File: src/hw/rtl/assert_macros.svh
// Assertion macros shared by the RTL, clocked on i_clk and disabled during reset.
`ifndef ASSERT_MACROS_SVH
`define ASSERT_MACROS_SVH

// The property must hold at every clock edge outside reset.
`define ASSERT_HOLDS(lbl, prop, msg) \
    lbl: assert property (@(posedge i_clk) disable iff (!i_rst_n) (prop)) else $error(msg);

// When the antecedent holds, the consequent must hold in the next cycle.
`define ASSERT_NEXT(lbl, ante, cons, msg) \
    lbl: assert property (@(posedge i_clk) disable iff (!i_rst_n) (ante) |=> (cons)) \
        else $error(msg);

`endif

File: src/hw/rtl/sgdlr_pkg.sv
// Package with the types, constants and arithmetic helpers of the SGD regression trainer.
package sgdlr_pkg;

    localparam int COEF_FRAC_BITS   = 16;
    localparam int SAMPLE_FRAC_BITS = 8;
    localparam int LR_FRAC_BITS     = 16;

    localparam int COEF_W    = 32;
    localparam int SAMPLE_W  = 16;
    localparam int LR_W      = 16;
    localparam int OP_W      = 2;
    localparam int CFG_IDX_W = 2;
    localparam int MULT_B_W  = SAMPLE_W + 1;
    localparam int MULT_W    = COEF_W + MULT_B_W;
    localparam int SUM_W     = MULT_W + 1;

    localparam int ALIGN_UP = (COEF_FRAC_BITS >= SAMPLE_FRAC_BITS) ?
                              (COEF_FRAC_BITS - SAMPLE_FRAC_BITS) : 0;
    localparam int ALIGN_DN = (COEF_FRAC_BITS >= SAMPLE_FRAC_BITS) ?
                              0 : (SAMPLE_FRAC_BITS - COEF_FRAC_BITS);

    localparam logic [LR_W-1:0] LR_RESET = LR_W'(655);

    localparam logic [OP_W-1:0] OP_TRAIN   = 2'd0;
    localparam logic [OP_W-1:0] OP_PREDICT = 2'd1;
    localparam logic [OP_W-1:0] OP_RELOAD  = 2'd2;

    localparam logic [CFG_IDX_W-1:0] REG_LEARNING_RATE  = 2'd0;
    localparam logic [CFG_IDX_W-1:0] REG_INITIAL_WEIGHT = 2'd1;
    localparam logic [CFG_IDX_W-1:0] REG_INITIAL_BIAS   = 2'd2;

    typedef enum logic [2:0] {
        ST_IDLE,
        ST_EVAL,
        ST_DLR,
        ST_CR,
        ST_CRX,
        ST_DONE
    } t_ctrl_state;

    typedef enum logic [1:0] {
        MUL_WX,
        MUL_DLR,
        MUL_CRX
    } t_mul_sel;

    typedef struct packed {
        logic     load_item;
        logic     mul_en;
        t_mul_sel mul_sel;
        logic     eval_en;
        logic     cr_en;
        logic     commit;
    } t_dp_cmd;

    typedef struct packed {
        logic op_train;
        logic out_free;
    } t_dp_sts;

    typedef struct packed {
        logic                     sat;
        logic signed [COEF_W-1:0] val;
    } t_clip;

    // Right shift that rounds to nearest, ties toward plus infinity.
    function automatic logic signed [SUM_W-1:0] rnd_shift(input logic signed [SUM_W-1:0] v,
                                                          input int unsigned n);
        logic signed [SUM_W-1:0] half;
        half = '0;
        if (n != 0) begin
            half = SUM_W'(1) <<< (n - 1);
        end
        return (v + half) >>> n;
    endfunction

    // Saturate a wide value to the signed coefficient range.
    function automatic t_clip clip_coef(input logic signed [SUM_W-1:0] v);
        t_clip                   c;
        logic signed [SUM_W-1:0] hi;
        logic signed [SUM_W-1:0] lo;
        hi = SUM_W'({1'b0, {(COEF_W-1){1'b1}}});
        lo = ~hi;
        c.sat = 1'b0;
        c.val = v[COEF_W-1:0];
        if (v > hi) begin
            c.sat = 1'b1;
            c.val = hi[COEF_W-1:0];
        end else if (v < lo) begin
            c.sat = 1'b1;
            c.val = lo[COEF_W-1:0];
        end
        return c;
    endfunction

endpackage

File: src/hw/rtl/sgdlr_ctrl.sv
// Controller state machine that sequences the shared multiplier of the trainer.
module sgdlr_ctrl import sgdlr_pkg::*; (
    input  logic    i_clk,
    input  logic    i_rst_n,
    input  logic    i_valid,
    output logic    o_ready,
    input  t_dp_sts i_sts,
    output t_dp_cmd o_cmd
);

    t_ctrl_state r_state;
    t_ctrl_state n_state;

    always_ff @(posedge i_clk) begin
        if (!i_rst_n) begin
            r_state <= ST_IDLE;
        end else begin
            r_state <= n_state;
        end
    end

    always_comb begin
        n_state = r_state;
        case (r_state)
            ST_IDLE: begin
                if (i_valid) begin
                    n_state = ST_EVAL;
                end
            end
            ST_EVAL: begin
                n_state = i_sts.op_train ? ST_DLR : ST_DONE;
            end
            ST_DLR:  n_state = ST_CR;
            ST_CR:   n_state = ST_CRX;
            ST_CRX:  n_state = ST_DONE;
            ST_DONE: begin
                if (i_sts.out_free) begin
                    n_state = ST_IDLE;
                end
            end
            default: n_state = ST_IDLE;
        endcase
    end

    always_comb begin
        o_ready = 1'b0;
        o_cmd   = '0;
        o_cmd.mul_sel = MUL_WX;
        case (r_state)
            ST_IDLE: begin
                o_ready         = 1'b1;
                o_cmd.load_item = i_valid;
                o_cmd.mul_en    = i_valid;
                o_cmd.mul_sel   = MUL_WX;
            end
            ST_EVAL: begin
                o_cmd.eval_en = 1'b1;
            end
            ST_DLR: begin
                o_cmd.mul_en  = 1'b1;
                o_cmd.mul_sel = MUL_DLR;
            end
            ST_CR: begin
                o_cmd.cr_en = 1'b1;
            end
            ST_CRX: begin
                o_cmd.mul_en  = 1'b1;
                o_cmd.mul_sel = MUL_CRX;
            end
            ST_DONE: begin
                o_cmd.commit = i_sts.out_free;
            end
            default: begin
                o_ready = 1'b0;
            end
        endcase
    end

endmodule

File: src/hw/rtl/sgdlr_dp.sv
// Datapath with the model state, configuration registers, shared multiplier and output register.
module sgdlr_dp import sgdlr_pkg::*; (
    input  logic                       i_clk,
    input  logic                       i_rst_n,
    input  logic                       i_cfg_we,
    input  logic [CFG_IDX_W-1:0]       i_cfg_idx,
    input  logic [COEF_W-1:0]          i_cfg_data,
    input  logic [OP_W-1:0]            i_opcode,
    input  logic signed [SAMPLE_W-1:0] i_sample_x,
    input  logic signed [SAMPLE_W-1:0] i_reference_y,
    input  t_dp_cmd                    i_cmd,
    output t_dp_sts                    o_sts,
    input  logic                       i_ready,
    output logic                       o_valid,
    output logic signed [COEF_W-1:0]   o_prediction,
    output logic signed [COEF_W-1:0]   o_weight_out,
    output logic signed [COEF_W-1:0]   o_bias_out,
    output logic                       o_saturated
);

    logic [LR_W-1:0]            r_lr;
    logic signed [COEF_W-1:0]   r_init_w;
    logic signed [COEF_W-1:0]   r_init_b;
    logic signed [COEF_W-1:0]   r_weight;
    logic signed [COEF_W-1:0]   r_bias;
    logic [OP_W-1:0]            r_op;
    logic signed [SAMPLE_W-1:0] r_x;
    logic signed [SAMPLE_W-1:0] r_y;
    logic signed [MULT_W-1:0]   r_prod;
    logic signed [COEF_W-1:0]   r_pred;
    logic signed [COEF_W-1:0]   r_dev;
    logic signed [COEF_W-1:0]   r_cr;
    logic                       r_sat;
    logic                       r_out_valid;
    logic signed [COEF_W-1:0]   r_o_pred;
    logic signed [COEF_W-1:0]   r_o_w;
    logic signed [COEF_W-1:0]   r_o_b;
    logic                       r_o_sat;

    logic signed [COEF_W-1:0]   mul_a;
    logic signed [MULT_B_W-1:0] mul_b;
    logic signed [MULT_W-1:0]   mul_p;
    logic signed [SUM_W-1:0]    prod_ext;
    logic signed [SUM_W-1:0]    p_wide;
    logic signed [SUM_W-1:0]    y_al;
    logic signed [SUM_W-1:0]    cr_wide;
    logic signed [SUM_W-1:0]    dw;
    t_clip                      p_clip;
    t_clip                      d_clip;
    t_clip                      w_clip;
    t_clip                      b_clip;
    logic signed [COEF_W-1:0]   n_weight;
    logic signed [COEF_W-1:0]   n_bias;
    logic                       n_sat;
    logic                       out_free;

    always_comb begin
        case (i_cmd.mul_sel)
            MUL_WX: begin
                mul_a = r_weight;
                mul_b = MULT_B_W'(i_sample_x);
            end
            MUL_DLR: begin
                mul_a = r_dev;
                mul_b = $signed({1'b0, r_lr});
            end
            MUL_CRX: begin
                mul_a = r_cr;
                mul_b = MULT_B_W'(r_x);
            end
            default: begin
                mul_a = r_weight;
                mul_b = MULT_B_W'(r_x);
            end
        endcase
    end

    assign mul_p    = mul_a * mul_b;
    assign prod_ext = SUM_W'(r_prod);

    assign p_wide  = rnd_shift(prod_ext, SAMPLE_FRAC_BITS) + SUM_W'(r_bias);
    assign p_clip  = clip_coef(p_wide);
    assign y_al    = rnd_shift(SUM_W'(r_y) <<< ALIGN_UP, ALIGN_DN);
    assign d_clip  = clip_coef(y_al - p_wide);
    assign cr_wide = rnd_shift(prod_ext, LR_FRAC_BITS);
    assign dw      = rnd_shift(prod_ext, SAMPLE_FRAC_BITS);
    assign w_clip  = clip_coef(SUM_W'(r_weight) + dw);
    assign b_clip  = clip_coef(SUM_W'(r_bias) + SUM_W'(r_cr));

    always_comb begin
        case (r_op)
            OP_TRAIN: begin
                n_weight = w_clip.val;
                n_bias   = b_clip.val;
                n_sat    = r_sat | w_clip.sat | b_clip.sat;
            end
            OP_RELOAD: begin
                n_weight = r_init_w;
                n_bias   = r_init_b;
                n_sat    = r_sat;
            end
            default: begin
                n_weight = r_weight;
                n_bias   = r_bias;
                n_sat    = r_sat;
            end
        endcase
    end

    assign out_free       = !r_out_valid || i_ready;
    assign o_sts.out_free = out_free;
    assign o_sts.op_train = (r_op == OP_TRAIN);

    always_ff @(posedge i_clk) begin
        if (!i_rst_n) begin
            r_lr     <= LR_RESET;
            r_init_w <= '0;
            r_init_b <= '0;
        end else if (i_cfg_we) begin
            case (i_cfg_idx)
                REG_LEARNING_RATE:  r_lr     <= i_cfg_data[LR_W-1:0];
                REG_INITIAL_WEIGHT: r_init_w <= i_cfg_data;
                REG_INITIAL_BIAS:   r_init_b <= i_cfg_data;
                default:            r_lr     <= r_lr;
            endcase
        end
    end

    always_ff @(posedge i_clk) begin
        if (!i_rst_n) begin
            r_weight <= '0;
            r_bias   <= '0;
        end else if (i_cmd.commit) begin
            r_weight <= n_weight;
            r_bias   <= n_bias;
        end
    end

    always_ff @(posedge i_clk) begin
        if (i_cmd.load_item) begin
            r_op <= i_opcode;
            r_x  <= i_sample_x;
            r_y  <= i_reference_y;
        end
        if (i_cmd.mul_en) begin
            r_prod <= mul_p;
        end
        if (i_cmd.eval_en) begin
            r_pred <= p_clip.val;
            r_dev  <= d_clip.val;
            r_sat  <= p_clip.sat | ((r_op == OP_TRAIN) & d_clip.sat);
        end
        if (i_cmd.cr_en) begin
            r_cr <= cr_wide[COEF_W-1:0];
        end
        if (i_cmd.commit) begin
            r_o_pred <= r_pred;
            r_o_w    <= n_weight;
            r_o_b    <= n_bias;
            r_o_sat  <= n_sat;
        end
    end

    always_ff @(posedge i_clk) begin
        if (!i_rst_n) begin
            r_out_valid <= 1'b0;
        end else if (i_cmd.commit) begin
            r_out_valid <= 1'b1;
        end else if (i_ready) begin
            r_out_valid <= 1'b0;
        end
    end

    assign o_valid      = r_out_valid;
    assign o_prediction = r_o_pred;
    assign o_weight_out = r_o_w;
    assign o_bias_out   = r_o_b;
    assign o_saturated  = r_o_sat;

endmodule

File: src/hw/rtl/sgd_linear_regression_trainer.sv
// Top level of the single-feature SGD linear regression trainer.
// A train word passes the states EVAL, DLR, CR and CRX to DONE; a predict or reload word goes from EVAL to DONE.
// One word is in work at a time: a new word is taken only once the last one has left DONE for IDLE.
// The steps are set by the single 32x17 multiplier, used three times in sequence by a train word.
// Synchronous active-low reset clears weight and bias to zero and learning_rate to 655.
`include "assert_macros.svh"
module sgd_linear_regression_trainer import sgdlr_pkg::*; (
    input  logic                       i_clk,
    input  logic                       i_rst_n,
    input  logic                       i_cfg_we,
    input  logic [CFG_IDX_W-1:0]       i_cfg_idx,
    input  logic [COEF_W-1:0]          i_cfg_data,
    input  logic                       i_valid,
    output logic                       o_ready,
    input  logic [OP_W-1:0]            i_opcode,
    input  logic signed [SAMPLE_W-1:0] i_sample_x,
    input  logic signed [SAMPLE_W-1:0] i_reference_y,
    output logic                       o_valid,
    input  logic                       i_ready,
    output logic signed [COEF_W-1:0]   o_prediction,
    output logic signed [COEF_W-1:0]   o_weight_out,
    output logic signed [COEF_W-1:0]   o_bias_out,
    output logic                       o_saturated
);

    t_dp_cmd    cmd;
    t_dp_sts    sts;
    logic [3:0] dp_steps;

    assign dp_steps = {cmd.mul_en, cmd.eval_en, cmd.cr_en, cmd.commit};

    sgdlr_ctrl u_ctrl (
        .i_clk   (i_clk),
        .i_rst_n (i_rst_n),
        .i_valid (i_valid),
        .o_ready (o_ready),
        .i_sts   (sts),
        .o_cmd   (cmd)
    );

    sgdlr_dp u_dp (
        .i_clk         (i_clk),
        .i_rst_n       (i_rst_n),
        .i_cfg_we      (i_cfg_we),
        .i_cfg_idx     (i_cfg_idx),
        .i_cfg_data    (i_cfg_data),
        .i_opcode      (i_opcode),
        .i_sample_x    (i_sample_x),
        .i_reference_y (i_reference_y),
        .i_cmd         (cmd),
        .o_sts         (sts),
        .i_ready       (i_ready),
        .o_valid       (o_valid),
        .o_prediction  (o_prediction),
        .o_weight_out  (o_weight_out),
        .o_bias_out    (o_bias_out),
        .o_saturated   (o_saturated)
    );

    `ASSERT_NEXT(a_busy_after_accept, (i_valid && o_ready), (!o_ready), "input taken while busy")
    `ASSERT_HOLDS(a_commit_free, (!cmd.commit || sts.out_free), "result overwrote pending word")
    `ASSERT_NEXT(a_commit_valid, cmd.commit, o_valid, "committed result not presented")
    `ASSERT_HOLDS(a_one_step, ($onehot0(dp_steps)), "overlapping datapath steps")

endmodule

File: config.mk
export PLATFORM = sky130hd
export DESIGN_NAME = sgd_linear_regression_trainer
export DESIGN_NICKNAME = d
export VERILOG_FILES = /design/src/hw/rtl/sgdlr_pkg.sv /design/src/hw/rtl/sgdlr_ctrl.sv /design/src/hw/rtl/sgdlr_dp.sv /design/src/hw/rtl/sgd_linear_regression_trainer.sv
export VERILOG_INCLUDE_DIRS = /design/src /design/src/hw/rtl
export SDC_FILE = /design/constraint.sdc
export NUM_CORES = 2
export LEC_CHECK = 0
export BUFFER_PORTS_ARGS = -buffer_cell sky130_fd_sc_hd__buf_2
export CORE_MARGIN = 1.5
export CORE_UTILIZATION = 60
export CTS_CLUSTER_SIZE = 14
export DETAILED_ROUTE_END_ITERATION = 8
export GPL_ROUTABILITY_DRIVEN = 0
export GPL_TIMING_DRIVEN = 0
export PLACE_DENSITY = 0.78
export RECOVER_POWER = 25
export REMOVE_ABC_BUFFERS = 1
export SLEW_MARGIN = 10
export SYNTH_ARGS = -nofsm -noshare
export SYNTH_HDL_FRONTEND = slang
export SYNTH_SLANG_ARGS = --single-unit
File: constraint.sdc
create_clock -name i_clk -period 12.45 [get_ports i_clk]
set_input_delay 1.8675 -clock i_clk [delete_from_list [all_inputs] [get_ports i_clk]]
set_output_delay 1.8675 -clock i_clk [all_outputs]
set_load 0.01 [all_outputs]
; ---- After elaboration in Yosys (flattened, before gate mapping)
; Cells that the tools add are included.
[classes]
mux = 25
n_addsub = 6
n_eq_ne = 12
n_reduce_logical = 11
bitwise = 4
mul = 1
magnitude_cmp = 8
[op_table]
columns = cell, n
row1 = two-way mux 33 bit, 8
row2 = case mux 32 bit (2 select lines), 3
row3 = "greater-than comparator 50 x 32 -> 1 bit, second input constant", 3
row4 = "less-than comparator 50 x 32 -> 1 bit, second input constant", 3
row5 = "adder 49 x 9 -> 50 bit, second input constant", 1
row6 = multiplier 32 x 17 -> 49 bit, 1
row7 = "adder 48 x 17 -> 48 bit, second input constant", 1
row8 = subtractor 24 x 43 -> 44 bit, 1
row9 = adder 32 x 42 -> 43 bit, 1
row10 = adder 42 x 32 -> 43 bit, 1
row11 = "greater-than comparator 43 x 32 -> 1 bit, second input constant", 1
row12 = "less-than comparator 43 x 32 -> 1 bit, second input constant", 1
row13 = case mux 17 bit (2 select lines), 1
row14 = adder 32 x 32 -> 33 bit, 1
row15 = case mux 3 bit (6 select lines), 1
row16 = two-way mux 3 bit, 3
row17 = case mux 3 bit (3 select lines), 1
row18 = two-way mux 1 bit, 8
row19 = AND reduction 2 bit, 4
row20 = "== test 2 bit, second input constant", 3
row21 = "== test 3 x 2 -> 1 bit, second input constant", 2
row22 = "== test 3 bit, second input constant", 2
row23 = logical NOT 2 bit, 3
row24 = "== test 2 x 1 -> 1 bit, second input constant", 2
row25 = 9 further kinds, 11
[totals]
wordCells = 86
inputBits = 73
regBits = 425

; ---- Depth between registers and ports, before layout
[depth]
word_depth = 8
mapped_depth = 37
depth_no_buf = 36

; ---- By module
; From an unflattened synthesis, not the netlist that was laid out.
[hier_totals]
hier_cells = 4824
area_unflattened_um2 = 43960.9
[modules_own_cells]
columns = mod, area_each_um2, cells_per_inst, instances
row1 = sgdlr_dp, 43734.4, 4794, 1
row2 = sgdlr_ctrl, 226.5, 30, 1

; ---- Worst setup path before layout
; No wires, ideal clock.
[synth_path]
kind = input to register
from = input i_sample_x[15]
to = register u_dp.r_prod[48], data pin
required_time_ps = 12190
path_slack_ps = 3541
path_stages = 28
t_arrival_ps = 8649
n_path_buf = 1
setup_ps = 260
cell_sequence = a22o_1 inv_1 nand2_1 clkbuf_1 nand2_1 fa_1 fa_1 inv_1 fa_1 inv_1 fa_1 fa_1 inv_1 fa_1 ha_1 nand3_1 o21ai_0 a2111o_1 a31oi_1 or4_1 a21oi_1 o21ai_1 a211o_1 a311o_1 a31oi_1 or3_1 a31oi_1 xnor2_1
[synth_between]
elab_chain_len = 2
[synth_rtl]
columns = item, line_no
row1 = "start, declared", sgd_linear_regression_trainer.sv:16  ; input logic signed [SAMPLE_W-1:0] i_sample_x,
row2 = case mux 17 bit (2 select lines), sgdlr_dp.sv:58  ; case (i_cmd.mul_sel)
row3 = multiplier 32 x 17 -> 49 bit, sgdlr_dp.sv:78  ; assign mul_p = mul_a * mul_b;
row4 = net u_dp.mul_p[48], sgdlr_dp.sv:42  ; logic signed [MULT_W-1:0] mul_p;
row5 = "end signal, assigned", sgdlr_dp.sv:146  ; r_prod <= mul_p;
row6 = "end, declared", sgdlr_dp.sv:29  ; logic signed [MULT_W-1:0] r_prod;
; The timed path passes the listed nets, and every way through them passes these cells.
; A chain may end at the register's enable or synchronous reset.

; ---- Worst setup path in the final report
[layout_path]
from = register u_ctrl.r_state[1]
to = register u_dp.r_prod[48], data pin
[layout_between]
elab_chain_len = 5
word_cells_on_any_way = 10
[layout_rtl]
columns = item, line_no
row1 = "start, declared", sgdlr_ctrl.sv:11  ; t_ctrl_state r_state;
row2 = "start signal, assigned", sgdlr_ctrl.sv:18  ; r_state <= n_state;
row3 = "== test 3 bit, or another cell as far along", sgdlr_ctrl.sv:49  ; case (r_state)
row4 = case mux 3 bit (3 select lines) *, sgdlr_ctrl.sv:49
row5 = "== test 2 bit, or another cell as far along", sgdlr_dp.sv:58
row6 = case mux 32 bit (2 select lines) / case mux 17 bit (2 select lines) (equally long branches), sgdlr_dp.sv:58
row7 = multiplier 32 x 17 -> 49 bit *, sgdlr_dp.sv:78
row8 = net u_dp.mul_p[48], sgdlr_dp.sv:42
; The timed path passes the listed nets; every way through them passes the cells marked *.

==> impl_metrics.json <==
{
  "die_h_um": 275,
  "final_core_utilization_pct": 65.8,
  "critPathKind": "flop to flop",
  "floorplan.rows": 99,
  "avgRoutedWirePerCell_um": 22.9,
  "critical_path.slowest_cell": "nand2_1",
  "floorplan.die.width_um": 275,
  "timing.critical_path.required_ns": 12.76,
  "met3_usage_pct": 8.76,
  "run_status": "finished with violations",
  "wirelength_um": 136000,
  "cts_tree": "built",
  "fraction_of_layout_cells_with_a_size_suffix_above_1_pct": 8.03,
  "rsz0062_at_grt": "no",
  "initial_utilization_pct": 60.7,
  "start_kind": "flop",
  "synth_ff_type": "edfxtp_1",
  "synth.lib_cells_used.distinct": 101,
  "placement.io_buffers": 171,
  "maxClockFrequency_mhz": 90.7,
  "post_synth_instance_area_um2": 44300,
  "min-delay-path-class": "flop to flop",
  "critical_path_peak_fanout": 45,
  "timing.final.setup_violations": 0,
  "violated_checks": "max-capacitance violations, max-slew violations",
  "holdPathStages": 0,
  "postSynthCellCount": 4889,
  "fillerInstances": 5773,
  "detail_route.drc_violations": 0,
  "synthesis.area_per_instance_um2": 9.06,
  "ctsHtreeMaxLevel": 2,
  "syn_to_final_growth_pct": 8.40,
  "critical_path.endpoint_type": "flop",
  "ant_nets": 0,
  "core_um2": 73000,
  "cp_data_arrival_time_ns": 11.33,
  "r2r_cells": 31,
  "grt_util_met2_pct": 55.5,
  "globalRouteOverflowTotal": 0,
  "final_net_count": 5782,
  "slew_headroom_pct": -119,
  "cts_resized": 0,
  "maxCapViolCount": 5,
  "worst_r2r_endpoint": "u_dp.r_prod[48]$_DFFE_PP_",
  "initial_drt_pass_iterations": 8,
  "final_cell_mix": "nand2_1, inv_1, fa_1, nor2_1, edfxtp_1",
  "timing.final.crit_share_pct": 88.5,
  "endpoint_of_the_worst_hold_path": "u_dp.o_prediction[3]$_DFFE_PP_",
  "timing.reg2reg.setup_slack_ns": 1.43,
  "multiInputGateArea_um2": 30500,
  "number_of_top_level_design_ports": 172,
  "number_of_antenna_violations_at_the_first_check_in_global_routing": 6,
  "clk_path_buf_depth": 3,
  "grt_first_pass_wirelength_um": 209000,
  "slew_viol_final": 186,
  "warnings_synthesis": 0,
  "pwrdens_nw_per_um2": 265,
  "grt_busiest_layer": "met2",
  "clk_pin_slew_ns": 0.06,
  "die_area_um2": 75400,
  "yosys_register_bits": 418,
  "hold_path.startpoint": "u_dp.r_pred[3]$_SDFFCE_PP1N_",
  "sequential_cell_area_um2": 11100,
  "postCtsHoldBufs": 0,
  "layout.cells.most_common": "nand2_1",
  "finalCriticalPeriod_ns": 11.02,
  "async_flop_share_pct": 0,
  "synth_sequential_area_ratio_pct": 25.0,
  "cts_post_setup_buffers_inserted": 0,
  "dr.first_iter.drc_count": 4665,
  "dp_hpwl_um": 106000,
  "worst-slew-pin-transition_ns": 3.29,
  "clkLatencyLatePin_ns": 0.59,
  "synth-edff-count": 270,
  "slowest_delay_ns": 1.09,
  "path_common_cell": "fa_1",
  "global_router_s_overall_resource_usage_pct": 36.0,
  "setup_total_negative_slack_ns": 0,
  "power.static_leakage_nw": 21.5,
  "via_count": 37955,
  "grt_max_degree": 94,
  "ir_worst_vdd_v": 0.000444,
  "number_of_global_route_vias_before_repair": 36723,
  "met1_layer_usage_reported_by_global_route_pct": 47.4,
  "vias_per_cell": 6.40,
  "final_hold_viol_count": 0,
  "regToRegStartpoint": "u_ctrl.r_state[1]$_SDFFE_PN0P_",
  "clockRootBuffer": "clkbuf_16",
  "worst_clock_skew_ns": 0.0266,
  "cts.sink_count": 418,
  "tritoncts.num_buffers": 42
}
[worst max path at each step]
stage	start	to	slack, ns	cells past startpoint
2_1_floorplan	u_ctrl.r_state[2]$_SDFFE_PN0P_	u_dp.r_prod[48]$_DFFE_PP_	0.26	29
3_3_place_gp	u_ctrl.r_state[2]$_SDFFE_PN0P_	u_dp.r_prod[48]$_DFFE_PP_	-3.31	23
3_5_place_dp	i_sample_x[15]	u_dp.r_prod[48]$_DFFE_PP_	1.14	28
4_1_cts	u_ctrl.r_state[1]$_SDFFE_PN0P_	u_dp.r_prod[48]$_DFFE_PP_	1.59	31
5_1_grt	u_ctrl.r_state[1]$_SDFFE_PN0P_	u_dp.r_prod[48]$_DFFE_PP_	0.94	31
6_report	u_ctrl.r_state[1]$_SDFFE_PN0P_	u_dp.r_prod[48]$_DFFE_PP_	1.43	31
[where the power goes]
group,internal [mW],switching (mW)
sequential,2.08,0.202
clock,0.748,0.585
combinational,3.63,5.45
[registers in the layout (all words and copies together) (netlist names), 32 cells and up]
| signal | count |
|---|---|
| u_dp.o_weight_out | 32 |
| u_dp.r_cr | 32 |
| u_dp.r_bias | 32 |
| u_dp.r_weight | 32 |
| u_dp.o_bias_out | 32 |
| u_dp.r_prod | 42 |
| u_dp.r_dev | 32 |
| u_dp.o_prediction | 32 |
| u_dp.r_pred | 32 |
| u_dp.r_init_w | 32 |
| u_dp.r_init_b | 32 |
[cell families after synthesis]
logic type      after synthesis  synth area share [%]
simple gates               1595                  16.1
compound gates             1056                  16.1
fa+ha+maj                   782                  30.9
buf+inv                     781                  6.71
flops                       418                  25.0
xor+xnor                    243                  4.85
mux                          14                 0.322
[metal layers]
metal	routed length, µm	part of all wire [%]
met1	51500	38
met2	60500	45
met3	15400	11
met4	8510	6.3
met5	72	0.053
[final cells by class]
type | instances | area share, %
diodes | 2 | 0.0104
clock buffers | 58 | 2.51
clock inverters | 20 | 0.441
inverters | 536 | 4.20
multi-input cells | 3690 | 63.6
flip-flops and latches | 418 | 23.1
well taps | 959 | 2.50
repair buffers | 244 | 3.70
[Yosys cell counts, types with 16 or more instances]
master	number	share of area [%]
a21o_1	93	1.6
dfxtp_1	148	6.7
a31oi_1	56	0.79
a221oi_1	37	0.73
fa_1	523	24
or2_2	16	0.23
nor2_1	359	3.0
a221o_1	35	0.79
a211oi_1	25	0.42
o211ai_1	36	0.61
nand2_1	770	6.5
edfxtp_1	270	18
a21oi_1	208	2.4
nand2b_1	46	0.65
o21a_1	31	0.53
and3_1	71	1.0
nand3_1	94	1.1
inv_1	535	4.5
o21bai_1	33	0.56
o21ai_0	210	2.4
o21ai_1	25	0.28
o31ai_1	27	0.46
and2_1	21	0.30
o22ai_1	16	0.23
nor3_1	62	0.70
clkbuf_1	221	1.9
nor2b_1	31	0.44
xnor2_1	151	3.0
a21boi_0	84	1.4
or3_1	20	0.28
ha_1	254	7.2
xor2_1	90	1.8
nand4_1	39	0.55
[worst max-delay path, delay by kind of cell, from the launching register on]
family | cells | cell delay [ns]
AOI/OAI and AO/OA | 9 | 2.10
xor gates and xnor gates | 1 | 0.13
and+or+nand+nor | 9 | 4.18
adders and majority gates | 7 | 3.49
DFF | 1 | 0.49
buffers and inverters | 5 | 0.30
[metrics by stage]
stage	area (µm²)	hold WS, ns	total power, mW	worst slack [ns]	std cells
after floorplan	43300	0.400	8.74	0.259	4644
after global placement	45400	0.405	10.8	-3.31	5774
after detailed placement	46600	0.405	11.2	1.14	5845
after CTS	48100	0.415	12.6	1.59	5923
after global routing	48000	0.417	13.7	0.942	5925
final	48000	0.412	12.7	1.43	5927
No activity file was read; power rests on OpenSTA's default activity.
